===== config.mk =====
export PLATFORM = sky130hd
export DESIGN_NAME = accel_tilt_average_classifier
export DESIGN_NICKNAME = d
export VERILOG_FILES = /design/src/hdl/atac_pkg.sv /design/src/hdl/atac_regs.sv /design/src/hdl/atac_datapath.sv /design/src/hdl/atac_ctrl.sv /design/src/hdl/accel_tilt_average_classifier.sv
export SDC_FILE = /design/constraint.sdc
export NUM_CORES = 1
export LEC_CHECK = 0
export ABC_AREA = 1
export BUFFER_PORTS_ARGS = -buffer_cell sky130_fd_sc_hd__buf_2
export CORE_ASPECT_RATIO = 0.5
export CORE_MARGIN = 10
export CORE_UTILIZATION = 30
export CTS_CLUSTER_DIAMETER = 40
export DETAILED_ROUTE_END_ITERATION = 6
export PLACE_DENSITY = 0.42
export SKIP_CTS_REPAIR_TIMING = 1
export SLEW_MARGIN = 20
export SYNTH_ARGS = -nofsm -noshare
export SYNTH_HDL_FRONTEND = slang
export SYNTH_SLANG_ARGS = --single-unit

===== constraint.sdc =====
create_clock -name clk_i -period 11.88 [get_ports clk_i]
set_clock_uncertainty 0.15 [all_clocks]
set_input_delay 0.594 -clock clk_i [delete_from_list [all_inputs] [get_ports clk_i]]
set_output_delay 0.594 -clock clk_i [all_outputs]
set_load 0.03 [all_outputs]

===== src/hdl/atac_pkg.sv =====
// Shared types and constants for the accelerometer tilt-average classifier.
// Holds the word structs, the register map, the FSM state enum and the atan table.
// No dependencies; every other file of the block imports this package.
package atac_pkg;

  // Fraction bits of the angle accumulator inside the CORDIC (degrees).
  localparam int ACC_FRAC  = 22;
  localparam int TABLE_LEN = 24;
  localparam int IDX_W     = 5;
  localparam int SUM_W     = 24;
  localparam int CNT_W     = 8;
  localparam int DIV_STEPS = 24;
  localparam int XY_W      = 20;
  localparam int ACC_W     = 32;
  localparam int ADDR_W    = 5;
  localparam int DATA_W    = 32;

  localparam logic signed [SUM_W-1:0] SUM_MAX = {1'b0, {(SUM_W-1){1'b1}}};
  localparam logic signed [SUM_W-1:0] SUM_MIN = {1'b1, {(SUM_W-1){1'b0}}};

  // atan(2^-i) in degrees with ACC_FRAC fraction bits.
  localparam logic signed [ACC_W-1:0] ATAN_TAB [TABLE_LEN] = '{
    32'sd188743680, 32'sd111421900, 32'sd58872272, 32'sd29884485,
    32'sd15000234,  32'sd7507429,   32'sd3754631,  32'sd1877430,
    32'sd938729,    32'sd469366,    32'sd234683,   32'sd117342,
    32'sd58671,     32'sd29335,     32'sd14668,    32'sd7334,
    32'sd3667,      32'sd1833,      32'sd917,      32'sd458,
    32'sd229,       32'sd115,       32'sd57,       32'sd29
  };

  typedef enum logic [2:0] {
    REG_WINDOW_LEN    = 3'd0,
    REG_Z_OFFSET      = 3'd1,
    REG_YELLOW_LOW    = 3'd2,
    REG_YELLOW_HIGH   = 3'd3,
    REG_BLUE_POS_LOW  = 3'd4,
    REG_BLUE_NEG_HIGH = 3'd5
  } reg_idx_e;

  localparam logic [7:0]         RST_WINDOW_LEN    = 8'd10;
  localparam logic signed [13:0] RST_Z_OFFSET      = 14'sd334;
  localparam logic signed [15:0] RST_YELLOW_LOW    = -16'sd6912;
  localparam logic signed [15:0] RST_YELLOW_HIGH   = 16'sd7424;
  localparam logic signed [15:0] RST_BLUE_POS_LOW  = 16'sd15744;
  localparam logic signed [15:0] RST_BLUE_NEG_HIGH = -16'sd15616;

  typedef struct packed {
    logic signed [15:0] accel_y_raw;
    logic signed [15:0] accel_z_raw;
  } in_word_t;

  typedef struct packed {
    logic               ready_res;
    logic signed [15:0] avg_angle;
    logic               yellow_flag;
    logic               blue_flag;
  } out_word_t;

  typedef struct packed {
    logic [7:0]         window_len;
    logic signed [13:0] z_offset;
    logic signed [15:0] yellow_low;
    logic signed [15:0] yellow_high;
    logic signed [15:0] blue_pos_low;
    logic signed [15:0] blue_neg_high;
  } cfg_t;

  typedef enum logic [2:0] {
    ST_IDLE,
    ST_CORDIC,
    ST_ROUND,
    ST_ACCUM,
    ST_DIV_INIT,
    ST_DIVIDE,
    ST_SIGN,
    ST_FINISH
  } state_e;

  typedef struct packed {
    logic             load_in;
    logic             cordic_step;
    logic             round;
    logic             accum;
    logic             div_init;
    logic             div_step;
    logic             sign_fix;
    logic             load_out;
    logic [IDX_W-1:0] idx;
  } cmd_t;

  typedef struct packed {
    logic y_zero;
    logic fire;
  } status_t;

endpackage


===== src/hdl/atac_regs.sv =====
// Configuration register file behind an APB-style port.
// Depends on atac_pkg for the register map, reset values and cfg_t.
module atac_regs (
  input  logic                          clk_i,
  input  logic                          rst_ni,
  input  logic                          psel,
  input  logic                          penable,
  input  logic                          pwrite,
  input  logic [atac_pkg::ADDR_W-1:0]   paddr,
  input  logic [atac_pkg::DATA_W-1:0]   pwdata,
  output logic [atac_pkg::DATA_W-1:0]   prdata,
  output logic                          pready,
  output atac_pkg::cfg_t                cfg_o
);
  import atac_pkg::*;

  cfg_t       cfg_q, cfg_d;
  logic       wr_en;
  logic [2:0] reg_idx;

  assign pready  = 1'b1;
  assign wr_en   = psel && penable && pwrite;
  assign reg_idx = paddr[ADDR_W-1:2];
  assign cfg_o   = cfg_q;

  always_comb begin
    cfg_d = cfg_q;
    if (wr_en) begin
      case (reg_idx_e'(reg_idx))
        REG_WINDOW_LEN:    cfg_d.window_len    = pwdata[7:0];
        REG_Z_OFFSET:      cfg_d.z_offset      = pwdata[13:0];
        REG_YELLOW_LOW:    cfg_d.yellow_low    = pwdata[15:0];
        REG_YELLOW_HIGH:   cfg_d.yellow_high   = pwdata[15:0];
        REG_BLUE_POS_LOW:  cfg_d.blue_pos_low  = pwdata[15:0];
        REG_BLUE_NEG_HIGH: cfg_d.blue_neg_high = pwdata[15:0];
        default:           cfg_d = cfg_q;
      endcase
    end
  end

  always_comb begin
    case (reg_idx_e'(reg_idx))
      REG_WINDOW_LEN:    prdata = {24'd0, cfg_q.window_len};
      REG_Z_OFFSET:      prdata = {{18{cfg_q.z_offset[13]}}, cfg_q.z_offset};
      REG_YELLOW_LOW:    prdata = {{16{cfg_q.yellow_low[15]}}, cfg_q.yellow_low};
      REG_YELLOW_HIGH:   prdata = {{16{cfg_q.yellow_high[15]}}, cfg_q.yellow_high};
      REG_BLUE_POS_LOW:  prdata = {{16{cfg_q.blue_pos_low[15]}}, cfg_q.blue_pos_low};
      REG_BLUE_NEG_HIGH: prdata = {{16{cfg_q.blue_neg_high[15]}}, cfg_q.blue_neg_high};
      default:           prdata = '0;
    endcase
  end

  always_ff @(posedge clk_i or negedge rst_ni) begin
    if (!rst_ni) begin
      cfg_q.window_len    <= RST_WINDOW_LEN;
      cfg_q.z_offset      <= RST_Z_OFFSET;
      cfg_q.yellow_low    <= RST_YELLOW_LOW;
      cfg_q.yellow_high   <= RST_YELLOW_HIGH;
      cfg_q.blue_pos_low  <= RST_BLUE_POS_LOW;
      cfg_q.blue_neg_high <= RST_BLUE_NEG_HIGH;
    end else begin
      cfg_q <= cfg_d;
    end
  end

endmodule


===== src/hdl/atac_datapath.sv =====
// Datapath: iterative CORDIC atan2, rounding, saturating window sum,
// serial restoring divider, classification and the output word register.
// Depends on atac_pkg; driven by the command struct from atac_ctrl.
module atac_datapath #(
  parameter int ANGLE_FRAC_BITS = 7
) (
  input  logic                clk_i,
  input  logic                rst_ni,
  input  atac_pkg::cfg_t      cfg_i,
  input  atac_pkg::cmd_t      cmd_i,
  output atac_pkg::status_t   status_o,
  input  atac_pkg::in_word_t  in_data_i,
  output atac_pkg::out_word_t out_data_o
);
  import atac_pkg::*;

  localparam int ANG_W  = ANGLE_FRAC_BITS + 10;
  localparam int RND_SH = ACC_FRAC - ANGLE_FRAC_BITS;
  localparam logic [ACC_W-1:0] RND_HALF = ACC_W'(1) << (RND_SH - 1);
  localparam logic signed [ACC_W-1:0] HALF_TURN = 32'sd180 <<< ACC_FRAC;
  localparam logic signed [ACC_W-1:0] FULL      = 32'sd180 <<< ANGLE_FRAC_BITS;

  // CORDIC working registers.
  logic signed [XY_W-1:0]  x_q, y_q, x_d, y_d;
  logic signed [ACC_W-1:0] ang_q, ang_d;
  // Rounded angle as magnitude and sign.
  logic [ANG_W-1:0]        mag_q;
  logic                    neg_q;
  // Window state.
  logic signed [SUM_W-1:0] sum_q, sum_d;
  logic [CNT_W-1:0]        samples_q, samples_d;
  logic                    fire_q, fire_d;
  // Divider.
  logic [DIV_STEPS-1:0]    quo_q;
  logic [CNT_W-1:0]        rem_q, divisor_q;
  logic                    sneg_q;
  logic signed [15:0]      avg_q;
  out_word_t               out_q;

  // Load and step terms.
  logic signed [XY_W-1:0]  y_ext, zc, xs, ys;
  logic [ACC_W-1:0]        ang_abs, rnd_sum;
  logic signed [SUM_W:0]   sum_ext, mag_ext, sum_add;
  logic [CNT_W-1:0]        count_next, win;
  logic                    fire_now;
  logic [SUM_W-1:0]        sum_abs, dividend;
  logic [CNT_W:0]          rem_sh, rem_sub;
  logic signed [ACC_W-1:0] avg_ext, yl_ext, yh_ext, bp_ext, bn_ext;
  logic                    yel, blu;

  assign y_ext = {{(XY_W-16){in_data_i.accel_y_raw[15]}}, in_data_i.accel_y_raw};
  assign zc    = {{(XY_W-16){in_data_i.accel_z_raw[15]}}, in_data_i.accel_z_raw}
               - {{(XY_W-14){cfg_i.z_offset[13]}}, cfg_i.z_offset};
  assign xs    = x_q >>> cmd_i.idx;
  assign ys    = y_q >>> cmd_i.idx;

  always_comb begin
    x_d   = x_q;
    y_d   = y_q;
    ang_d = ang_q;
    if (cmd_i.load_in) begin
      // A vector in the left half plane is rotated by half a turn first.
      if (zc[XY_W-1]) begin
        x_d   = -zc;
        y_d   = -y_ext;
        ang_d = y_ext[XY_W-1] ? -HALF_TURN : HALF_TURN;
      end else begin
        x_d   = zc;
        y_d   = y_ext;
        ang_d = '0;
      end
    end else if (cmd_i.cordic_step) begin
      if (!y_q[XY_W-1]) begin
        x_d   = x_q + ys;
        y_d   = y_q - xs;
        ang_d = ang_q + ATAN_TAB[cmd_i.idx];
      end else begin
        x_d   = x_q - ys;
        y_d   = y_q + xs;
        ang_d = ang_q - ATAN_TAB[cmd_i.idx];
      end
    end
  end

  // Round half away from zero to the output fraction.
  assign ang_abs = ang_q[ACC_W-1] ? ACC_W'(-ang_q) : ACC_W'(ang_q);
  assign rnd_sum = ang_abs + RND_HALF;

  // Saturating accumulation and window count.
  assign sum_ext    = {sum_q[SUM_W-1], sum_q};
  assign mag_ext    = {{(SUM_W+1-ANG_W){1'b0}}, mag_q};
  assign sum_add    = neg_q ? (sum_ext - mag_ext) : (sum_ext + mag_ext);
  assign count_next = samples_q + CNT_W'(1);
  assign win        = (cfg_i.window_len == '0) ? CNT_W'(1) : cfg_i.window_len;
  assign fire_now   = (count_next != '0) && (count_next >= win);

  assign sum_abs  = sum_q[SUM_W-1] ? SUM_W'(-sum_q) : SUM_W'(sum_q);
  assign dividend = sum_abs + SUM_W'(samples_q[CNT_W-1:1]);
  assign rem_sh   = {rem_q, quo_q[DIV_STEPS-1]};
  assign rem_sub  = rem_sh - {1'b0, divisor_q};

  always_comb begin
    sum_d     = sum_q;
    samples_d = samples_q;
    fire_d    = fire_q;
    if (cmd_i.accum) begin
      fire_d    = fire_now;
      samples_d = count_next;
      if (sum_add[SUM_W] != sum_add[SUM_W-1]) begin
        sum_d = sum_add[SUM_W] ? SUM_MIN : SUM_MAX;
      end else begin
        sum_d = sum_add[SUM_W-1:0];
      end
    end else if (cmd_i.div_init) begin
      sum_d     = '0;
      samples_d = '0;
    end
  end

  assign avg_ext = {{(ACC_W-16){avg_q[15]}}, avg_q};
  assign yl_ext  = {{(ACC_W-16){cfg_i.yellow_low[15]}}, cfg_i.yellow_low};
  assign yh_ext  = {{(ACC_W-16){cfg_i.yellow_high[15]}}, cfg_i.yellow_high};
  assign bp_ext  = {{(ACC_W-16){cfg_i.blue_pos_low[15]}}, cfg_i.blue_pos_low};
  assign bn_ext  = {{(ACC_W-16){cfg_i.blue_neg_high[15]}}, cfg_i.blue_neg_high};
  assign yel     = (avg_ext >= yl_ext) && (avg_ext <= yh_ext);
  assign blu     = ((avg_ext >= -FULL) && (avg_ext <= bn_ext)) ||
                   ((avg_ext >= bp_ext) && (avg_ext <= FULL));

  always_ff @(posedge clk_i or negedge rst_ni) begin
    if (!rst_ni) begin
      sum_q     <= '0;
      samples_q <= '0;
      fire_q    <= 1'b0;
    end else begin
      sum_q     <= sum_d;
      samples_q <= samples_d;
      fire_q    <= fire_d;
    end
  end

  always_ff @(posedge clk_i) begin
    x_q   <= x_d;
    y_q   <= y_d;
    ang_q <= ang_d;
    if (cmd_i.round) begin
      mag_q <= rnd_sum[RND_SH +: ANG_W];
      neg_q <= ang_q[ACC_W-1];
    end
    if (cmd_i.div_init) begin
      quo_q     <= dividend;
      rem_q     <= '0;
      divisor_q <= samples_q;
      sneg_q    <= sum_q[SUM_W-1];
    end else if (cmd_i.div_step) begin
      if (!rem_sub[CNT_W]) begin
        rem_q <= rem_sub[CNT_W-1:0];
        quo_q <= {quo_q[DIV_STEPS-2:0], 1'b1};
      end else begin
        rem_q <= rem_sh[CNT_W-1:0];
        quo_q <= {quo_q[DIV_STEPS-2:0], 1'b0};
      end
    end
    if (cmd_i.sign_fix) begin
      if (sneg_q) begin
        avg_q <= (quo_q > DIV_STEPS'(32768)) ? -16'sd32768 : -quo_q[15:0];
      end else begin
        avg_q <= (quo_q > DIV_STEPS'(32767)) ? 16'sd32767 : quo_q[15:0];
      end
    end
    if (cmd_i.load_out) begin
      if (fire_q) begin
        out_q.ready_res   <= 1'b1;
        out_q.avg_angle   <= avg_q;
        out_q.yellow_flag <= yel;
        out_q.blue_flag   <= blu;
      end else begin
        out_q <= '0;
      end
    end
  end

  assign status_o.y_zero = (y_q == '0);
  assign status_o.fire   = fire_now;
  assign out_data_o      = out_q;

`ifndef NO_ASSERTIONS
  // Outside a completed window the count never rests at its top value, since
  // that count always completes a window.
  a_count_below_top: assert property (@(posedge clk_i) disable iff (!rst_ni)
    !fire_q |-> (samples_q != {CNT_W{1'b1}}))
    else $error("window count reached its top value");

  a_x_nonneg: assert property (@(posedge clk_i) disable iff (!rst_ni)
    cmd_i.cordic_step |-> !x_q[XY_W-1])
    else $error("CORDIC x went negative");

  a_rem_bound: assert property (@(posedge clk_i) disable iff (!rst_ni)
    cmd_i.div_step |-> (rem_q < divisor_q))
    else $error("divider remainder not below divisor");
`endif

endmodule


===== src/hdl/atac_ctrl.sv =====
// Controller state machine: sequences CORDIC, accumulation, division and output.
// Depends on atac_pkg for state_e, cmd_t and status_t.
module atac_ctrl #(
  parameter int CORDIC_ITERATIONS = 16
) (
  input  logic               clk_i,
  input  logic               rst_ni,
  input  logic               in_valid_i,
  output logic               in_ready_o,
  output logic               out_valid_o,
  input  logic               out_ready_i,
  input  atac_pkg::status_t  status_i,
  output atac_pkg::cmd_t     cmd_o
);
  import atac_pkg::*;

  state_e           state_q, state_d;
  logic [IDX_W-1:0] cnt_q, cnt_d;
  logic             out_valid_q, out_valid_d;

  always_ff @(posedge clk_i or negedge rst_ni) begin
    if (!rst_ni) begin
      state_q     <= ST_IDLE;
      cnt_q       <= '0;
      out_valid_q <= 1'b0;
    end else begin
      state_q     <= state_d;
      cnt_q       <= cnt_d;
      out_valid_q <= out_valid_d;
    end
  end

  always_comb begin
    state_d    = state_q;
    cnt_d      = cnt_q;
    cmd_o      = '0;
    cmd_o.idx  = cnt_q;
    in_ready_o = 1'b0;
    unique case (state_q)
      ST_IDLE: begin
        in_ready_o = 1'b1;
        if (in_valid_i) begin
          cmd_o.load_in = 1'b1;
          cnt_d         = '0;
          state_d       = ST_CORDIC;
        end
      end
      ST_CORDIC: begin
        // Stop after the last iteration or as soon as y has reached zero.
        if (cnt_q == IDX_W'(CORDIC_ITERATIONS) || status_i.y_zero) begin
          state_d = ST_ROUND;
        end else begin
          cmd_o.cordic_step = 1'b1;
          cnt_d             = cnt_q + IDX_W'(1);
        end
      end
      ST_ROUND: begin
        cmd_o.round = 1'b1;
        state_d     = ST_ACCUM;
      end
      ST_ACCUM: begin
        cmd_o.accum = 1'b1;
        state_d     = status_i.fire ? ST_DIV_INIT : ST_FINISH;
      end
      ST_DIV_INIT: begin
        cmd_o.div_init = 1'b1;
        cnt_d          = '0;
        state_d        = ST_DIVIDE;
      end
      ST_DIVIDE: begin
        cmd_o.div_step = 1'b1;
        if (cnt_q == IDX_W'(DIV_STEPS - 1)) begin
          state_d = ST_SIGN;
        end else begin
          cnt_d = cnt_q + IDX_W'(1);
        end
      end
      ST_SIGN: begin
        cmd_o.sign_fix = 1'b1;
        state_d        = ST_FINISH;
      end
      ST_FINISH: begin
        // The output register is free once its previous word has been taken.
        if (!out_valid_q || out_ready_i) begin
          cmd_o.load_out = 1'b1;
          state_d        = ST_IDLE;
        end
      end
      default: state_d = ST_IDLE;
    endcase
  end

  always_comb begin
    if (cmd_o.load_out) begin
      out_valid_d = 1'b1;
    end else if (out_ready_i) begin
      out_valid_d = 1'b0;
    end else begin
      out_valid_d = out_valid_q;
    end
  end

  assign out_valid_o = out_valid_q;

`ifndef NO_ASSERTIONS
  a_cordic_bound: assert property (@(posedge clk_i) disable iff (!rst_ni)
    (state_q == ST_CORDIC) |-> (cnt_q <= IDX_W'(CORDIC_ITERATIONS)))
    else $error("CORDIC iteration count out of range");

  a_div_bound: assert property (@(posedge clk_i) disable iff (!rst_ni)
    (state_q == ST_DIVIDE) |-> (cnt_q < IDX_W'(DIV_STEPS)))
    else $error("divider step count out of range");

  a_accept_starts: assert property (@(posedge clk_i) disable iff (!rst_ni)
    (in_valid_i && in_ready_o) |=> (state_q == ST_CORDIC) && (cnt_q == '0))
    else $error("accepted word did not start the CORDIC");
`endif

endmodule


===== src/hdl/accel_tilt_average_classifier.sv =====
// Top level of the accelerometer tilt-average classifier.
// Depends on atac_pkg, atac_regs, atac_ctrl and atac_datapath.
//
//   channel   direction  handshake              payload
//   input     in         in_valid_i/in_ready_o  in_data_i  (in_word_t)
//   output    out        out_valid_o/out_ready_i out_data_o (out_word_t)
//   config    in/out     APB psel/penable/pready paddr, pwdata, prdata
//
// One word is processed at a time. A word passes through the CORDIC iteration loop,
// rounding and accumulation and, when it completes a window, the 24-step serial
// divider and the sign fix before its result is loaded into the output register.
// The next word can be accepted in the cycle after the result is loaded.
// Reset clears the window sum and count and loads the register reset values.
// A waiting result holds in the output register; the next word is taken meanwhile.
module accel_tilt_average_classifier #(
  parameter int ANGLE_FRAC_BITS   = 7,
  parameter int CORDIC_ITERATIONS = 16
) (
  input  logic                         clk_i,
  input  logic                         rst_ni,
  input  logic                         in_valid_i,
  output logic                         in_ready_o,
  input  atac_pkg::in_word_t           in_data_i,
  output logic                         out_valid_o,
  input  logic                         out_ready_i,
  output atac_pkg::out_word_t          out_data_o,
  input  logic                         psel,
  input  logic                         penable,
  input  logic                         pwrite,
  input  logic [atac_pkg::ADDR_W-1:0]  paddr,
  input  logic [atac_pkg::DATA_W-1:0]  pwdata,
  output logic [atac_pkg::DATA_W-1:0]  prdata,
  output logic                         pready
);
  import atac_pkg::*;

  cfg_t    cfg;
  cmd_t    cmd;
  status_t status;

  atac_regs u_regs (
    .clk_i   (clk_i),
    .rst_ni  (rst_ni),
    .psel    (psel),
    .penable (penable),
    .pwrite  (pwrite),
    .paddr   (paddr),
    .pwdata  (pwdata),
    .prdata  (prdata),
    .pready  (pready),
    .cfg_o   (cfg)
  );

  atac_ctrl #(
    .CORDIC_ITERATIONS (CORDIC_ITERATIONS)
  ) u_ctrl (
    .clk_i       (clk_i),
    .rst_ni      (rst_ni),
    .in_valid_i  (in_valid_i),
    .in_ready_o  (in_ready_o),
    .out_valid_o (out_valid_o),
    .out_ready_i (out_ready_i),
    .status_i    (status),
    .cmd_o       (cmd)
  );

  atac_datapath #(
    .ANGLE_FRAC_BITS (ANGLE_FRAC_BITS)
  ) u_datapath (
    .clk_i      (clk_i),
    .rst_ni     (rst_ni),
    .cfg_i      (cfg),
    .cmd_i      (cmd),
    .status_o   (status),
    .in_data_i  (in_data_i),
    .out_data_o (out_data_o)
  );

endmodule


== Word level (Yosys, flattened, before mapping) ==
Memories as Yosys holds them, arrays and structs flattened.
Cells that the tools add are included.
Word-level totals
  flip-flop bits (word level): 294
  bits in read-only memories: 1024
  input port bits: 76
  output and inout bits: 54
  logic and storage cells: 166
  memories: 1
Memories
  (no name shown): words 32, width 32, rd ports 1, clocked after memory_dff 0, wr ports 0, line atac_datapath.sv:76  | ang_d = ang_q + ATAN_TAB[cmd_i.idx];
Cells by class
  $add $sub $neg: 19
  $lt $le $gt $ge: 10
  equal/unequal tests: 21
  shifts and indexed selects: 2
  mux-type cells: 58
  bitwise logic cells: 1
  reduce and logical (&&, ||, !) cells: 28
Operator list (number)
  2-to-1 mux 32 bit: 8
  case mux 32 bit (6 select lines): 1
  2-to-1 mux 24 bit: 7
  2-to-1 mux 20 bit: 8
  2-to-1 mux 16 bit: 3
  adder 20 bit: 2
  >>> shifter 20 x 5 -> 20 bit: 2
  subtractor 20 bit: 2
  adder 32 x 15 -> 32 bit (second input constant): 1
  adder 32 bit: 1
  >= comparator 16 bit: 2
  <= comparator 16 bit: 2
  2-to-1 mux 8 bit: 4
  negation 32 bit: 1
  subtractor 32 bit: 1
  adder 24 x 18 -> 25 bit: 1
  2-to-1 mux 25 bit: 1
  subtractor 24 x 18 -> 25 bit: 1
  adder 24 x 7 -> 24 bit: 1
  greater-than comparator 24 x 15 -> 1 bit (second input constant): 1
  greater-than comparator 24 x 16 -> 1 bit (second input constant): 1
  negation 24 bit: 1
  case mux 3 bit (8 select lines): 1
  logical NOT 20 bit: 1
  other kinds (35): 85

== Longest topological paths before layout ==
Gate-level depths: netlist of the first run.
  word-level depth: 8
  gate-level depth with buffers: 30
  mapped depth without buffers: 29

== Modules after synthesis ==
A second synthesis of the first run with hierarchy kept.
Second synthesis, totals
  cells, all modules: 4287
  area total of the unflattened synthesis: 28711.3 µm²
Modules (own cells, without submodules)
  atac_datapath: instances 1, cells an instance 3601, area an instance 23528.8 µm², sequential area each 5730.5 µm²
  atac_regs: instances 1, cells an instance 578, area an instance 4441.8 µm², sequential area each 2184.6 µm²
  atac_ctrl: instances 1, cells an instance 108, area an instance 740.7 µm², sequential area each 225.2 µm²

== Least setup slack after synthesis of the first run ==
No wires, ideal clock.
  kind: register -> register
  from: register u_ctrl.cnt_q[0]
  to: register u_datapath.ang_q[28] (data pin)
  setup time: 0.255 ns
  data arrival time: 3.747 ns
  data required time: 11.475 ns
  path slack: 7.728 ns
  cell stages (with the launch flop): 28
  path buffers: 2
  period minus slack after synthesis: 4.152 ns
  cells stage by stage: dfrtp_1 -> buf_6 -> inv_4 -> buf_4 -> ha_1 -> inv_1 -> nand2_1 -> o21ai_0 -> nand2_1 -> o21ai_1 -> a21oi_1 -> nand3_1 -> nor2_2 -> nand4_1 -> nor2_2 -> nand2_2 -> nand2_4 -> xor2_1 -> ha_1 -> a21oi_1 -> inv_1 -> a21oi_1 -> o21ai_0 -> a21oi_1 -> nand2_1 -> or2_2 -> nand3_1 -> nand2_1
On the way
  longest elaborated chain between the ends: 8
  elaborated cells on any way between the ends: 9
  classes of those cells: 2 x add/sub; 5 x mux; 1 x bitwise; 1 x memory
Ends and longest elaborated chain
  start, declared: line atac_ctrl.sv:18  | logic [IDX_W-1:0] cnt_q, cnt_d;
  start signal, assigned: line atac_ctrl.sv:28  | cnt_q <= cnt_d;
  inverter 5 -> 6 bit (implied by the code) *: line atac_datapath.sv:76, atac_datapath.sv:80
  memory (32 x 32 bit) *
  2-to-1 mux 32 bit (implied by the code) * (2 in series): line atac_datapath.sv:76
  adder 32 bit / subtractor 32 bit (equally long branches): line atac_datapath.sv:76, atac_datapath.sv:80
  2-to-1 mux 32 bit *: line atac_datapath.sv:73  | if (!y_q[XY_W-1]) begin
  2-to-1 mux 32 bit *: line atac_datapath.sv:72  | end else if (cmd_i.cordic_step) begin
  2-to-1 mux 32 bit *: line atac_datapath.sv:61  | if (cmd_i.load_in) begin
  named net u_datapath.ang_d[28]: line atac_datapath.sv:25  | logic signed [ACC_W-1:0] ang_q, ang_d;
  end signal, assigned: line atac_datapath.sv:144  | ang_q <= ang_d;
  end, declared: line atac_datapath.sv:25
Mark *: on every way through the listed nets, which the timed path passes. The rest lies on a longest branch. The select of a mux whose other input is x is not followed.
A chain may end at the register's enable or synchronous reset.

== Worst setup path in the final report of the first run ==
  from: register u_ctrl.cnt_q[1]
  to: register u_datapath.ang_q[28] (data pin)
The elaborated chain is that of the path after synthesis.

==> qor.csv, run 1 <==
metric;value;unit
number of slew-limit violations in the final report;0;
CP Data Required Time;12.09;ns
flip-flop and latch count after synthesis;294;
first-pass GRT wire length;149000;um
Clock Root Buffer;sky130_fd_sc_hd__clkbuf_16;
filler instances;10200;
average via count per standard cell;4.93;
number of input and output port buffers inserted;110;
pin count of the biggest net entering global routing;78;
clk_lat worst skew;0.64;ns
initial standard-cell utilization of the core;30.2;%
endpoint of the worst-slack reg-to-reg timing path;u_datapath.ang_q[28]$_DFFE_PP_;
type of the tightest min-delay check;in -> reg;
total wire length after detailed routing;95200;um
setup repair after global routing missed its margin;false;
Worst-Margin Slew;1.00;ns
max-capacitance violation count;0;
average cell area after synthesis;6.83;um2
Syn-to-layout area delta;12.2;%
distinct cell type count after synthesis;71;
iteration-0 DRC count of the detailed router;1778;
logic depth of the worst register-to-register path;27;
worst setup slack for register-to-register paths;6.23;ns
beginning of the worst register-to-register path;u_ctrl.cnt_q[1]$_DFFE_PN0P_;
Clk pin slew, worst setup/hold paths;0.06;ns
via count of the first global-routing pass;26200;
share of Yosys cell area claimed by the top area cell type;16.9;%
cell type contributing the most total cell area after synthesis;sky130_fd_sc_hd__edfxtp_1;
non-filler cells, final;5474;
total gr overflow;0;
clk sink count;294;
H-tree levels;2;
number of DRC violations after detailed routing;0;
min cycle time layout;5.65;ns
most used flip-flop cell after synthesis;sky130_fd_sc_hd__edfxtp_1;
share of layout cells above drive strength 1;8.32;%
arrival time of data at the critical path endpoint;5.87;ns
share of flip-flops with an asynchronous set or reset;43.5;%
number of hold violations in the final report;0;
Yosys warnings;0;
sort of element at the start of the critical path;flop;
post-synthesis instance area;28100;um2
Detailed Place HPWL;73700;um
placer's final routability congestion estimate;0.884;
floorplan row count;79;
total number of vias;27000;
post-synthesis sequential area ratio;29.0;%
summed negative setup slack over all endpoints;0;ns
area of the placeable core;92800;um2
start point of the worst min-delay path;pwdata[11];
highest clock rate;177;MHz
cells after synthesis;4108;
clock tree from TritonCTS;done;
number of antenna violations at the first check in global routing;2;
status;finished clean;
maximum buffer depth of the clock tree;3;
Avg WL per Cell;17.4;um
endpoint type of the worst setup path;flop;
Final period util;47.6;%
final number of setup-violating endpoints;0;
Ports;130;
total routing usage reported by global routing;17.2;%
relative max-transition margin;33.1;%
highest net fanout along the worst path;45;
final antenna-violating net count;0;
Crit Path Category;reg -> reg;
endpoint with the worst hold slack;u_regs.cfg_o[11]$_DFFE_PN0P_;
instance count along the most critical hold path;3;
number of nets produced by synthesis;4410;
Placed Instances;5378;
DIE WIDTH;452;um
DIE AREA;107000;um2
final net count;4478;
first drt pass iteration count;5;
Synth area leaders;sky130_fd_sc_hd__edfxtp_1 17%, sky130_fd_sc_hd__nand2_1 15%, sky130_fd_sc_hd__ha_1 9.8%;
total clock buffers created by CTS;50;
Die Y-Extent;236;um
number of synthesized flops with an enable pin;158;
==> state kept, by name, summed over array words and instances, names as in the netlist, 16 cells and up <==
register	flops
u_datapath.x_q	20
u_datapath.ang_q	32
u_datapath.quo_q	24
u_datapath.avg_q	16
u_regs.cfg_o	86
u_datapath.mag_q	17
u_datapath.sum_q	24
u_datapath.y_q	20
u_datapath.out_data_o	19
==> final cells by class <==
cell class	count	area, um2	area share (%)
diodes	1	2.50	0.00795
clock inverters	35	388	1.23
multi-input cells	3162	17300	55.0
clock buffers	59	1290	4.12
flip-flops and latches	294	8140	25.9
inverters	527	1990	6.31
well taps	1255	1570	4.99
repair buffers	141	792	2.52
==> cells by family (layout without fill, tap and decap cells) <==
kind of cell / Yosys count / count (layout) / share of synthesized area [%]
AO/OA/AOI/OAI: 795 / 795 / 15.9
XOR/XNOR: 165 / 165 / 5.18
adder cells (fa/ha/maj): 226 / 226 / 10.3
buffers and inverters: 652 / 762 / 9.50
flip-flops: 294 / 294 / 29.0
multiplexers: 1 / 1 / 0.0401
other: 1 / 2 / 0.0134
AND/OR/NAND/NOR: 1974 / 1974 / 30.1
==> cell usage after synthesis, types with 22 or more instances <==
cell / n
sky130_fd_sc_hd__a21oi_1: 260
sky130_fd_sc_hd__buf_2: 30
sky130_fd_sc_hd__buf_4: 22
sky130_fd_sc_hd__clkbuf_1: 53
sky130_fd_sc_hd__dfrtp_1: 102
sky130_fd_sc_hd__dfstp_2: 26
sky130_fd_sc_hd__edfxtp_1: 158
sky130_fd_sc_hd__ha_1: 219
sky130_fd_sc_hd__inv_1: 514
sky130_fd_sc_hd__nand2_1: 1086
sky130_fd_sc_hd__nand3_1: 342
sky130_fd_sc_hd__nand4_1: 59
sky130_fd_sc_hd__nor2_1: 321
sky130_fd_sc_hd__nor3_1: 57
sky130_fd_sc_hd__o21ai_0: 335
sky130_fd_sc_hd__o21ai_1: 25
sky130_fd_sc_hd__o22ai_1: 27
sky130_fd_sc_hd__xnor2_1: 46
sky130_fd_sc_hd__xor2_1: 118
==> worst max-delay path: stages, from the launching register on <==
cell	delay, ns
sky130_fd_sc_hd__dfrtp_1	0.31
sky130_fd_sc_hd__buf_4	0.44
sky130_fd_sc_hd__inv_2	0.23
sky130_fd_sc_hd__buf_4	0.30
sky130_fd_sc_hd__ha_1	0.34
sky130_fd_sc_hd__inv_1	0.06
sky130_fd_sc_hd__nand2_1	0.16
sky130_fd_sc_hd__o21ai_0	0.17
sky130_fd_sc_hd__nand2_1	0.09
sky130_fd_sc_hd__o21ai_1	0.07
sky130_fd_sc_hd__a21oi_1	0.25
sky130_fd_sc_hd__nand3_1	0.18
sky130_fd_sc_hd__nor2_2	0.18
sky130_fd_sc_hd__nand4_1	0.15
sky130_fd_sc_hd__nor2_2	0.16
sky130_fd_sc_hd__nand2_2	0.08
sky130_fd_sc_hd__nand2_4	0.09
sky130_fd_sc_hd__xor2_1	0.33
sky130_fd_sc_hd__ha_1	0.35
sky130_fd_sc_hd__a21oi_1	0.21
sky130_fd_sc_hd__inv_1	0.06
sky130_fd_sc_hd__a21oi_1	0.20
sky130_fd_sc_hd__o21ai_0	0.14
sky130_fd_sc_hd__a21oi_1	0.14
sky130_fd_sc_hd__nand2_1	0.11
sky130_fd_sc_hd__or2_2	0.28
sky130_fd_sc_hd__nand3_1	0.07
sky130_fd_sc_hd__nand2_1	0.06
==> layout by cell type, fill, tap and decap left out, types with 10 or more instances in the layout <==
cell and count:
sky130_fd_sc_hd__a21o_1 10, sky130_fd_sc_hd__a21oi_1 260, sky130_fd_sc_hd__a221oi_1 14, sky130_fd_sc_hd__a31oi_1 15, sky130_fd_sc_hd__buf_2 109, sky130_fd_sc_hd__buf_4 30, sky130_fd_sc_hd__clkbuf_16 50, sky130_fd_sc_hd__dfrtp_1 101
sky130_fd_sc_hd__dfstp_2 26, sky130_fd_sc_hd__edfxtp_1 158, sky130_fd_sc_hd__ha_1 219, sky130_fd_sc_hd__inv_1 514, sky130_fd_sc_hd__nand2_1 1085, sky130_fd_sc_hd__nand2_2 11, sky130_fd_sc_hd__nand3_1 342, sky130_fd_sc_hd__nand3b_1 10
sky130_fd_sc_hd__nand4_1 59, sky130_fd_sc_hd__nor2_1 318, sky130_fd_sc_hd__nor2_2 21, sky130_fd_sc_hd__nor3_1 54, sky130_fd_sc_hd__nor3_2 11, sky130_fd_sc_hd__nor4_1 15, sky130_fd_sc_hd__o211ai_1 16, sky130_fd_sc_hd__o21a_1 19
sky130_fd_sc_hd__o21ai_0 335, sky130_fd_sc_hd__o21ai_1 25, sky130_fd_sc_hd__o21bai_1 10, sky130_fd_sc_hd__o221ai_1 15, sky130_fd_sc_hd__o22ai_1 27, sky130_fd_sc_hd__o31ai_1 12, sky130_fd_sc_hd__or2_2 16, sky130_fd_sc_hd__xnor2_1 46
sky130_fd_sc_hd__xor2_1 118
==> worst max path at each step <==
stage / start / endpoint / slack (ns)
finish: u_ctrl.cnt_q[1]$_DFFE_PN0P_ / u_datapath.ang_q[28]$_DFFE_PP_ / 6.23
global route: u_ctrl.cnt_q[1]$_DFFE_PN0P_ / u_datapath.ang_q[28]$_DFFE_PP_ / 5.77
CTS: u_ctrl.cnt_q[1]$_DFFE_PN0P_ / u_datapath.ang_q[28]$_DFFE_PP_ / 6.27
detailed placement: u_ctrl.cnt_q[1]$_DFFE_PN0P_ / u_datapath.ang_q[28]$_DFFE_PP_ / 6.28
global placement: u_ctrl.cnt_q[1]$_DFFE_PN0P_ / u_datapath.x_q[13]$_DFFE_PP_ / 6.30
floorplan: u_ctrl.cnt_q[0]$_DFFE_PN0P_ / u_datapath.ang_q[28]$_DFFE_PP_ / 7.73
==> per-stage QoR <==
| stage | setup WS, ns | hold slack [ns] | util (%) | area (um2) |
|---|---|---|---|---|
| 2_1_floorplan | 7.73 | 0.148 | - | 28100 |
| 3_3_place_gp | 6.30 | 0.318 | 32.1 | 29800 |
| 3_5_place_dp | 6.28 | 0.324 | 32.1 | 29800 |
| 4_1_cts | 6.27 | -0.134 | 33.9 | 31400 |
| 5_1_grt | 5.77 | 0.0230 | 33.9 | 31500 |
| 6_report | 6.23 | 0.0420 | 33.9 | 31500 |
==> per-layer routing <==
metal / up-vias / GRT usage (%) / wire [um] / share of wire, %
met3: 107 / 2.45 / 3710 / 3.9
li1: 13900 / - / - / -
met5: - / 0 / 0 / 0
met1: 12500 / 24.5 / 48200 / 51
met2: 458 / 27.1 / 41200 / 43
met4: 0 / 3.96 / 2070 / 2.2
Power of run 1 is left out: the tool's default activity adds up to more than one toggle a clock period on the data nets, which glitch-free logic cannot reach.
==> run 2, diff against run 1 <==
--- a/config.mk
+++ b/config.mk
@@ -12,7 +12,7 @@
 export CORE_UTILIZATION = 30
 export CTS_CLUSTER_DIAMETER = 40
 export DETAILED_ROUTE_END_ITERATION = 6
-export PLACE_DENSITY = 0.42
+export PLACE_DENSITY = 0.43
 export SKIP_CTS_REPAIR_TIMING = 1
 export SLEW_MARGIN = 20
 export SYNTH_ARGS = -nofsm -noshare
==> constraint.sdc (replaced) <==
create_clock -name clk_i -period 4.7 [get_ports clk_i]
set_clock_uncertainty 0.15 [all_clocks]
set_input_delay 0.235 -clock clk_i [delete_from_list [all_inputs] [get_ports clk_i]]
set_output_delay 0.235 -clock clk_i [all_outputs]
set_load 0.03 [all_outputs]
==> qor.csv, run 2 (synthesis gave the netlist of run 1 again) <==
metric;value;unit;change
status;finished clean;;unchanged
instance count along the most critical hold path;4;;was 3
Largest register FFs;86;;unchanged
relative max-transition margin;30.4;%;was 33.1%
leading cell type in the layout, fill and taps excluded;sky130_fd_sc_hd__nand2_1;;unchanged
slowest CP cell;sky130_fd_sc_hd__dfrtp_2;;was sky130_fd_sc_hd__buf_4
total clock buffers created by CTS;55;;was 50
DIE WIDTH;452;um;unchanged
Avg WL per Cell;17.2;um;was 17.4 um
number of DRC violations after detailed routing;0;;unchanged
placer's final routability congestion estimate;0.872;;was 0.884
CP Data Required Time;4.91;ns;was 12.09 ns
Clk pin slew, worst setup/hold paths;0.06;ns;about the same
H-tree levels;2;;unchanged
area of the placeable core;92800;um2;unchanged
via count of the first global-routing pass;26400;;was 26.2k
placed cell area;30500;um2;was 29800 um2
maximum buffer depth of the clock tree;3;;unchanged
final antenna-violating net count;0;;unchanged
total number of vias;27700;;was 27.0k
min cycle time layout;4.43;ns;was 5.65 ns
clk_lat worst skew;0.64;ns;about the same
critical path's largest stage delay;0.47;ns;was 0.44 ns
top library cells by usage in the layout, fill and taps aside;1081 x sky130_fd_sc_hd__nand2_1, 514 x sky130_fd_sc_hd__inv_1, 337 x sky130_fd_sc_hd__nand3_1;;was 1085 x sky130_fd_sc_hd__nand2_1, 514 x sky130_fd_sc_hd__inv_1, 342 x sky130_fd_sc_hd__nand3_1
pin count of the biggest net entering global routing;92;;was 78
number of antenna violations at the first check in global routing;0;;was 2
Worst-Margin Slew;1.04;ns;was 1.00 ns
Syn-to-layout area delta;18.6;%;was 12.2%
clk sink count;294;;unchanged
highest net fanout along the worst path;32;;was 45
iteration-0 DRC count of the detailed router;2077;;was 1778
share of layout cells above drive strength 1;12.3;%;was 8.32%
Clock Root Buffer;sky130_fd_sc_hd__clkbuf_16;;unchanged
endpoint type of the worst setup path;flop;;unchanged
total routing usage reported by global routing;17.4;%;was 17.2%
area of all placed cells without fillers;33300;um2;was 31500 um2
clock tree from TritonCTS;done;;unchanged
initial standard-cell utilization of the core;30.2;%;unchanged
Crit Path Category;reg -> reg;;unchanged
sort of element at the start of the critical path;flop;;unchanged
worst setup slack for register-to-register paths;0.27;ns;was 6.23 ns
arrival time of data at the critical path endpoint;4.63;ns;was 5.87 ns
number of hold violations in the final report;0;;unchanged
first drt pass iteration count;6;;was 5
number of slew-limit violations in the final report;0;;unchanged
average via count per standard cell;4.93;;about the same
type of the tightest min-delay check;in -> reg;;unchanged
number of input and output port buffers inserted;110;;unchanged
floorplan row count;79;;unchanged
DIE AREA;107000;um2;unchanged
endpoint of the worst-slack reg-to-reg timing path;u_datapath.y_q[19]$_DFFE_PP_;;was u_datapath.ang_q[28]$_DFFE_PP_
summed negative setup slack over all endpoints;0;ns;unchanged
Detailed Place HPWL;76500;um;was 73700 um
cell occurring most often along the worst timing path;sky130_fd_sc_hd__nand2_1;;
endpoint with the worst hold slack;u_datapath.y_q[5]$_DFFE_PP_;;was u_regs.cfg_o[11]$_DFFE_PN0P_
Die Y-Extent;236;um;unchanged
first-pass GRT wire length;151000;um;was 149000 um
final net count;4615;;was 4478
total wire length after detailed routing;96800;um;was 95200 um
final number of setup-violating endpoints;0;;unchanged
max-capacitance violation count;0;;unchanged
Final period util;94.2;%;was 47.6%
logic depth of the worst register-to-register path;26;;was 27
start point of the worst min-delay path;in_data_i[21];;was pwdata[11]
Ports;130;;unchanged
beginning of the worst register-to-register path;u_ctrl.cnt_q[0]$_DFFE_PN0P_;;was u_ctrl.cnt_q[1]$_DFFE_PN0P_
highest clock rate;226;MHz;was 177 MHz
total gr overflow;0;;unchanged
-- run 2: cell types whose count changed in the layout (fill, tap and decap cells not counted), moves of 8 or more --
cell	delta
sky130_fd_sc_hd__o21ai_1	+8
sky130_fd_sc_hd__buf_4	+92
sky130_fd_sc_hd__a21oi_1	-17
sky130_fd_sc_hd__inv_6	+13
sky130_fd_sc_hd__a21oi_2	+16
sky130_fd_sc_hd__nor2_2	+9
sky130_fd_sc_hd__nor2_1	-11
sky130_fd_sc_hd__ha_1	-10
sky130_fd_sc_hd__o21ai_0	-11
sky130_fd_sc_hd__dlygate4sd3_1	+32
-- run 2: worst max-delay path by stage --
stage,start,endpoint,depth (start not counted)
after floorplan,u_ctrl.cnt_q[0]$_DFFE_PN0P_,u_datapath.ang_q[28]$_DFFE_PP_,27
final,u_ctrl.cnt_q[0]$_DFFE_PN0P_,u_datapath.y_q[19]$_DFFE_PP_,26
after global routing,u_ctrl.cnt_q[0]$_DFFE_PN0P_,u_datapath.ang_q[31]$_DFFE_PP_,25
after CTS,u_ctrl.cnt_q[0]$_DFFE_PN0P_,u_datapath.y_q[19]$_DFFE_PP_,26
after detailed placement,u_ctrl.cnt_q[0]$_DFFE_PN0P_,u_datapath.y_q[19]$_DFFE_PP_,26
after global placement,u_ctrl.cnt_q[0]$_DFFE_PN0P_,u_datapath.y_q[19]$_DFFE_PP_,25
-- run 2: cell type report --
cell class	count	area [um2]
clock inverter	44	514
tap	1255	1570
timing repair buffer	272	1930
antenna	1	2.50
multi-input combinational	3162	17700
clock buffer	59	1400
fill	10000	59500
sequential	294	8140
timing repair inverter	1	8.76
inverter	527	2000
-- run 2: metrics by stage --
stage / util [%] / setup WS [ns] / std cells / hold WS (ns)
after floorplan: - / 0.548 / 4108 / -0.211
after global placement: 32.8 / -0.0332 / 5462 / 0.272
after detailed placement: 32.8 / -0.0321 / 5462 / 0.277
after CTS: 34.9 / -0.0919 / 5565 / -0.420
after global routing: 35.8 / -0.0300 / 5614 / 0.0277
final: 35.9 / 0.274 / 5615 / 0.00575
-- run 2: layer usage --
layer	vias to the layer above	global-route usage, %	part of all wire [%]
li1	14200	-	-
met1	12800	25.4	50
met2	593	27.3	43
met3	108	1.91	4.4
met4	0	3.76	2.0
met5	-	0	0
-- run 2: worst max-delay path: cells and delay by family, from the launching register on --
family	cells	cell delay, ns
adder cells (fa/ha/maj)	2	0.52
AO/OA/AOI/OAI	2	0.37
buffers and inverters	3	0.54
flip-flops	1	0.47
AND/OR/NAND/NOR	19	2.10
Power of run 2 is left out for the same reason.
